File: src/hdl/cca_pkg.sv
`timescale 1ns / 1ps
// ----------------------------------------------------------------------------
// cca_pkg: shared types and constants for the cave automaton block
// Command codes, word layouts, register indexes and reset values.
// ----------------------------------------------------------------------------
package cca_pkg;

	// Default grid capacity
	localparam int CCA_MAX_COLS = 128;
	localparam int CCA_MAX_ROWS = 32;

	// Configuration port
	localparam int CCA_CFG_IDX_W  = 2;
	localparam int CCA_CFG_DATA_W = 8;

	// Register reset values
	localparam logic [7:0] CCA_WIDTH_RST   = 8'd80;
	localparam logic [5:0] CCA_HEIGHT_RST  = 6'd25;
	localparam logic [3:0] CCA_SURVIVE_RST = 4'd4;
	localparam logic [3:0] CCA_BIRTH_RST   = 4'd3;

	// Register indexes
	typedef enum logic [CCA_CFG_IDX_W-1:0] {
		REG_GRID_WIDTH  = 2'd0,
		REG_GRID_HEIGHT = 2'd1,
		REG_SURVIVE_MIN = 2'd2,
		REG_BIRTH_MIN   = 2'd3
	} reg_idx_t;

	// Command codes
	typedef enum logic [1:0] {
		CMD_WRITE = 2'd0,
		CMD_GEN   = 2'd1,
		CMD_READ  = 2'd2
	} cmd_t;

	// Sequencer states
	typedef enum logic [1:0] {
		ST_IDLE = 2'd0,
		ST_READ = 2'd1,
		ST_GEN  = 2'd2
	} state_t;

	// Input word
	typedef struct packed {
		logic [1:0] cmd;
		logic [6:0] col;
		logic [4:0] row;
		logic       wall_in;
	} in_word_t;

	// Result word
	typedef struct packed {
		logic wall_out;
		logic coord_error;
	} out_word_t;

	// Neighbor qualifiers for the cell under update
	typedef struct packed {
		logic in_use;
		logic up;
		logic down;
		logic left;
		logic right;
	} nb_mask_t;

endpackage

File: src/hdl/cca_window.sv
`timescale 1ns / 1ps
// ----------------------------------------------------------------------------
// cca_window: raster neighborhood window and cell rule
// Shift line of two rows plus three cells; counts the walls around the
// center tap and applies the survive / birth thresholds.
// ----------------------------------------------------------------------------
module cca_window import cca_pkg::*; #(
	parameter int MAX_COLS = CCA_MAX_COLS
) (
	input  logic       clk,
	input  logic       shift_en,
	input  logic       din,
	input  nb_mask_t   mask,
	input  logic [3:0] survive_min,
	input  logic [3:0] birth_min,
	output logic       new_cell
);

	localparam int TAPS = 2 * MAX_COLS + 3;

	logic [TAPS-1:0] sr_q;
	logic            c_up_l, c_up, c_up_r, c_left, c_center, c_right;
	logic            c_dn_l, c_dn, c_dn_r;
	logic [3:0]      count;
	logic [3:0]      thresh;

	// Advance the raster line, newest cell at tap 0
	always_ff @(posedge clk) begin
		if (shift_en) begin
			sr_q <= {sr_q[TAPS-2:0], din};
		end
	end

	// Pick the neighborhood taps and drop neighbors off the grid in use
	assign c_center = sr_q[MAX_COLS+1];
	assign c_up_l   = sr_q[2*MAX_COLS+2] & mask.up & mask.left;
	assign c_up     = sr_q[2*MAX_COLS+1] & mask.up;
	assign c_up_r   = sr_q[2*MAX_COLS]   & mask.up & mask.right;
	assign c_left   = sr_q[MAX_COLS+2]   & mask.left;
	assign c_right  = sr_q[MAX_COLS]     & mask.right;
	assign c_dn_l   = sr_q[2]            & mask.down & mask.left;
	assign c_dn     = sr_q[1]            & mask.down;
	assign c_dn_r   = sr_q[0]            & mask.down & mask.right;

	// Count walls and apply the rule; cells outside the grid in use hold
	always_comb begin
		count = 4'(c_up_l) + 4'(c_up) + 4'(c_up_r) + 4'(c_left)
		      + 4'(c_right) + 4'(c_dn_l) + 4'(c_dn) + 4'(c_dn_r);
		thresh   = c_center ? survive_min : birth_min;
		new_cell = mask.in_use ? (count >= thresh) : c_center;
	end

endmodule

File: config.mk
export PLATFORM = sky130hd
export DESIGN_NAME = cca_window
export DESIGN_NICKNAME = d
export VERILOG_FILES = /design/src/hdl/cca_pkg.sv /design/src/hdl/cca_window.sv
export SDC_FILE = /design/constraint.sdc
export NUM_CORES = 1
export LEC_CHECK = 0
export BUFFER_PORTS_ARGS = -buffer_cell sky130_fd_sc_hd__buf_2
export CAP_MARGIN = 40
export CORE_UTILIZATION = 41
export CTS_BUF_LIST = sky130_fd_sc_hd__clkbuf_4
export DETAILED_ROUTE_END_ITERATION = 6
export GPL_TIMING_DRIVEN = 0
export PLACE_DENSITY = 0.53
export SLEW_MARGIN = 15
export SYNTH_ARGS = -nofsm -noshare
export SYNTH_HDL_FRONTEND = slang
export SYNTH_SLANG_ARGS = --single-unit
File: constraint.sdc
create_clock -name clk -period 4.85 [get_ports clk]
set_input_delay 0.2425 -clock clk [delete_from_list [all_inputs] [get_ports clk]]
set_output_delay 0.2425 -clock clk [all_outputs]
set_load 0.005 [all_outputs]
Word level (Yosys, flattened, before mapping)
Cells that the tools add are included.

storage, ports and cells
  register bits after elaboration = 259
  latch bits = 0
  bits in writable memories = 0
  memory bits (read-only) = 0
  output and inout bits = 1
  logic and storage cells = 23
  memories kept = 0

operators by class
  $add $sub $neg = 7
  multipliers = 0
  div/mod/pow operators = 0
  $lt $le $gt $ge = 1
  equality and inequality tests = 0
  shifts and indexed selects = 0
  muxes and demuxes = 2
  bitwise logic cells = 12
  reductions and logical operators = 0

operators with widths
  operator                                count
  4-bit by 1-bit adder with 4-bit output  4
  1-bit AND                               12
  3-bit by 1-bit adder with 4-bit output  1
  4-bit >= comparator                     1
  4-bit two-way mux                       1
  2-bit by 1-bit adder with 3-bit output  1
  1-bit by 1-bit adder with 2-bit output  1
  1-bit two-way mux                       1

Depth between registers and ports, before layout
  word-level depth = 11
  mapped depth = 14
  mapped depth without buffers = 14

Worst setup path before layout
No wires, ideal clock.

  path kind = register to output
  start point = reg sr_q[258]
  end point = out new_cell
  arrival = 3.570 ns
  required time = 4.608 ns
  setup slack = 1.038 ns
  cell stages (with the launch flop) = 15
  path buffers = 0
  cells stage by stage = edfxtp_1 and3_1 fa_1 inv_1 fa_1 fa_1 inv_1 ha_1 inv_1 fa_1 inv_1 ha_1 or3b_1 o2111ai_1 a31oi_1

on the way
  word-level cells in the longest chain between the ends = 11

RTL lines
  what                                                 line              text
  start: declaration                                   cca_window.sv:21  logic [TAPS-1:0] sr_q;
  start signal: assignment                             cca_window.sv:30  sr_q <= {sr_q[TAPS-2:0], din};
  1-bit AND (2 in a row)                               cca_window.sv:36  assign c_up_l = sr_q[2*MAX_COLS+2] & mask.up & mask.left;
  1-bit by 1-bit adder with 2-bit output               cca_window.sv:47  count = 4'(c_up_l) + 4'(c_up) + 4'(c_up_r) + 4'(c_left)
  2-bit by 1-bit adder with 3-bit output               cca_window.sv:47
  3-bit by 1-bit adder with 4-bit output               cca_window.sv:47
  4-bit by 1-bit adder with 4-bit output (4 in a row)  cca_window.sv:48  + 4'(c_right) + 4'(c_dn_l) + 4'(c_dn) + 4'(c_dn_r);
  4-bit >= comparator                                  cca_window.sv:50  new_cell = mask.in_use ? (count >= thresh) : c_center;
  1-bit two-way mux                                    cca_window.sv:50
  end: declaration                                     cca_window.sv:16  output logic new_cell

No other way between the ends.

Worst setup path in the final report
  start point = reg sr_q[257]
  end point = out new_cell

on the way
  word-level cells in the longest chain between the ends = 10

RTL lines
  what                                                 line              text
  1-bit AND                                            cca_window.sv:37  assign c_up = sr_q[2*MAX_COLS+1] & mask.up;
  1-bit by 1-bit adder with 2-bit output               cca_window.sv:47
  2-bit by 1-bit adder with 3-bit output               cca_window.sv:47
  3-bit by 1-bit adder with 4-bit output               cca_window.sv:47
  4-bit by 1-bit adder with 4-bit output (4 in a row)  cca_window.sv:48
  4-bit >= comparator                                  cca_window.sv:50
  1-bit two-way mux                                    cca_window.sv:50

No other way between the ends.

==> results.yml <==
sta:
  final-hold-violation-count: 0
  rsz0062_at_grt: "no"
  slew-limit-headroom: 0.638
  setup_viol: 0
  setup_tns_ns: 0
  final_max_slew_viol_count: 0
  period_share: 0.947
  timing.fmax_ghz: 0.218
  clock_skew_ns: 0.0356
  whs_ns: 0.360
  post-route-min-period_ns: 4.59
  worstMarginPinSlew_ns: 0.543
synth:
  yosysTopAreaCellShare: 0.958
  ys_seq_area_frac: 0.958
  synth_seq_cells: 259
  syn_area_per_cell_sq_um: 27.1
  netlist_area_sq_um: 8120
  yosysTopAreaCell: "edfxtp_1"
  yosys_warnings: 0
  synthCells: 299
  syn_nets: 326
  synth_top_cells_by_area: "edfxtp_1 (96%), ha_1 (1.1%), fa_1 (0.99%)"
  synth.distinct_cells: 18
hold_path:
  min_to: "sr_q[0]"
  hold_class: "input port to register"
  holdCritStartpoint: "din"
  min_path_cells: 2
critical_path:
  rr_endpoint: "sr_q[258]"
  cp.required_ns: 4.61
  path_class: "register to primary output"
  path_cells: "and2_4 > fa_1 > inv_1 > fa_1 > fa_1 > inv_1 > ha_2 > inv_1 > fa_1 > inv_1 > ha_2 > or3b_1 > o2111ai_2 > a31oi_1 > buf_2"
  reg2reg_depth: 1
  path_buf_inv: 5
  worstPathArrival_ns: 4.35
  rr_startpoint: "sr_q[257]"
  cp-start-kind: "register"
  max_stage_delay_ns: 0.50
  crit_family: "adder cells"
  cp_slowest_cell: "fa_1"
  ff2ff_setup_slack_ns: 4.06
  endpoint_kind: "primary output"
  path_max_fanout: 2
finish:
  top_register: "sr_q"
  fin_nets: 415
  final_area_sq_um: 9460
  areaGrowthSynthToFinish_pct: 16.5
  largest_register_ffs: 259
  drive_gt1_frac: 0.289
  reg.largest.list: "sr_q x259"
global_route:
  overflow: 0
  grt_pass1_wl_um: 16900
  use_met3: 0.0456
  busiest_layer: "met1"
  grt_use_met1: 0.174
  grt_pass1_vias: 3166
  use_met2: 0.124
  antenna_found_initial: 1
  track_usage: 0.113
  grt_max_degree: 113
clock_tree:
  cts.sinks: 259
  clock_latency_ns: 0.62
  clk_pin_slew_ns: 0.06
  cts_tree: "done"
  clk_path_buf_depth: 3
  cts_made_buffers: 66
  htree_levels: 3
  root_buffer: "clkbuf_4"
die:
  die_area_sq_um: 20400
  ioPinCount: 17
  die_h_um: 143
  core-area_sq_um: 19500
  die_w_um: 143
  start_util: 0.417
  rows: 51
pwr:
  p_leak_uw: 0.00332
  peakVddDrop_mv: 0.159
  p_per_area_nw_per_um2: 478
detailed_routing:
  vias_per_cell: 4.42
  wl_per_cell_um: 14.8
  vias: 3087
  dr.pass1.iters: 4
  drt-initial-drc-count: 205
  wl_um: 10400
  drc: 0
  drtAntennaViolNets: 0
placement:
  routabilityCongestion: 0.743
  postPlaceCellArea_sq_um: 8590
  port_buffers: 16
  dpl.hpwl_um: 4110
status:
  status: "finished, final reports clean"
run:
  drv_cap: 0
==> worst max-delay path by stage <==
stage	end	slack (ns)	startpoint	cells past startpoint
global route	new_cell	0.004	sr_q[257]	15
global placement	sr_q[256]	0.30	shift_en	1
CTS	new_cell	0.07	sr_q[257]	15
finish	new_cell	0.26	sr_q[257]	15
detailed placement	new_cell	0.75	mask[1]	16
floorplan	new_cell	1.04	sr_q[258]	14
==> metal layers <==
metal	wire length [um]	vias up	share of wire
li1	-	1412	-
met5	0	-	0
met1	5550	1591	0.54
met2	4060	56	0.39
met3	437	28	0.042
met4	313	0	0.030
==> kinds of logic after synthesis <==
| kind of cell | synth area share |
|---|---|
| buffers and inverters | 0.00432 |
| and+or+nand+nor | 0.00755 |
| muxes | 0.00509 |
| xor gates and xnor gates | 0.00108 |
| adders and majority gates | 0.0207 |
| AOI/OAI and AO/OA | 0.00308 |
| DFF | 0.958 |
==> layout by cell type (no fill, tap or decap) <==
cell | Yosys | layout
inv_1 | 8 | 8
edfxtp_1 | 259 | 259
buf_4 | 0 | 1
buf_16 | 0 | 2
xnor2_1 | 1 | 1
a31oi_1 | 1 | 1
clkbuf_4 | 0 | 98
clkinv_1 | 0 | 13
ha_1 | 7 | 5
dlygate4sd3_1 | 0 | 2
and2_1 | 2 | 1
nor2b_1 | 1 | 1
a21oi_1 | 2 | 2
diode_2 | 0 | 1
buf_8 | 0 | 1
bufinv_16 | 0 | 1
inv_2 | 0 | 1
or3b_1 | 1 | 1
ha_2 | 0 | 2
and3_1 | 2 | 2
mux2i_1 | 3 | 3
mux2_2 | 1 | 1
nand2_1 | 2 | 2
o2111ai_2 | 0 | 1
and2_4 | 0 | 1
nand3_1 | 2 | 2
nor2_1 | 1 | 1
buf_2 | 1 | 16
fa_1 | 4 | 4
==> Yosys cell counts <==
cell type	number
mux2_2	1
xnor2_1	1
fa_1	4
o2111ai_1	1
a21oi_1	2
ha_1	7
nor2_1	1
a31oi_1	1
inv_1	8
buf_2	1
nand2_1	2
nor2b_1	1
and3_1	2
or3b_1	1
and2_1	2
edfxtp_1	259
nand3_1	2
mux2i_1	3
==> power breakdown <==
part	internal (uW)	total, uW	switching, uW
Sequential	2600	2640	36.7
Clock	975	1780	805
Combinational	32.5	98.3	65.7
Total	3610	4520	907
==> cell type report <==
type / instances / area (sq um)
Buffer: 1 / 5.00
Timing Repair Buffer: 21 / 173
Sequential cell: 259 / 7780
Tap cell: 265 / 332
Inverter: 8 / 30.0
Antenna cell: 1 / 2.50
Fill cell: 1599 / 10000
Multi-Input combinational cell: 31 / 318
Clock buffer: 98 / 736
Clock inverter: 15 / 82.6
==> timing repair <==
item	in CTS	in global routing
endpoints found under the setup margin	0	1
setup buffers	0	1
resized for setup	0	4
hold buffers	2	0
endpoints found under the hold margin	42	0
==> stage by stage <==
step                      utilization  instances  setup WS (ns)  total power [uW]
after floorplan                     -        299           1.04              2700
after global placement          0.438        580          0.302              2780
after detailed placement        0.442        582          0.748              2780
after CTS                       0.485        697         0.0714              4610
after global routing            0.486        699        0.00394              4750
final                           0.486        699          0.257              4520
Power figures use the tool's default switching activity.
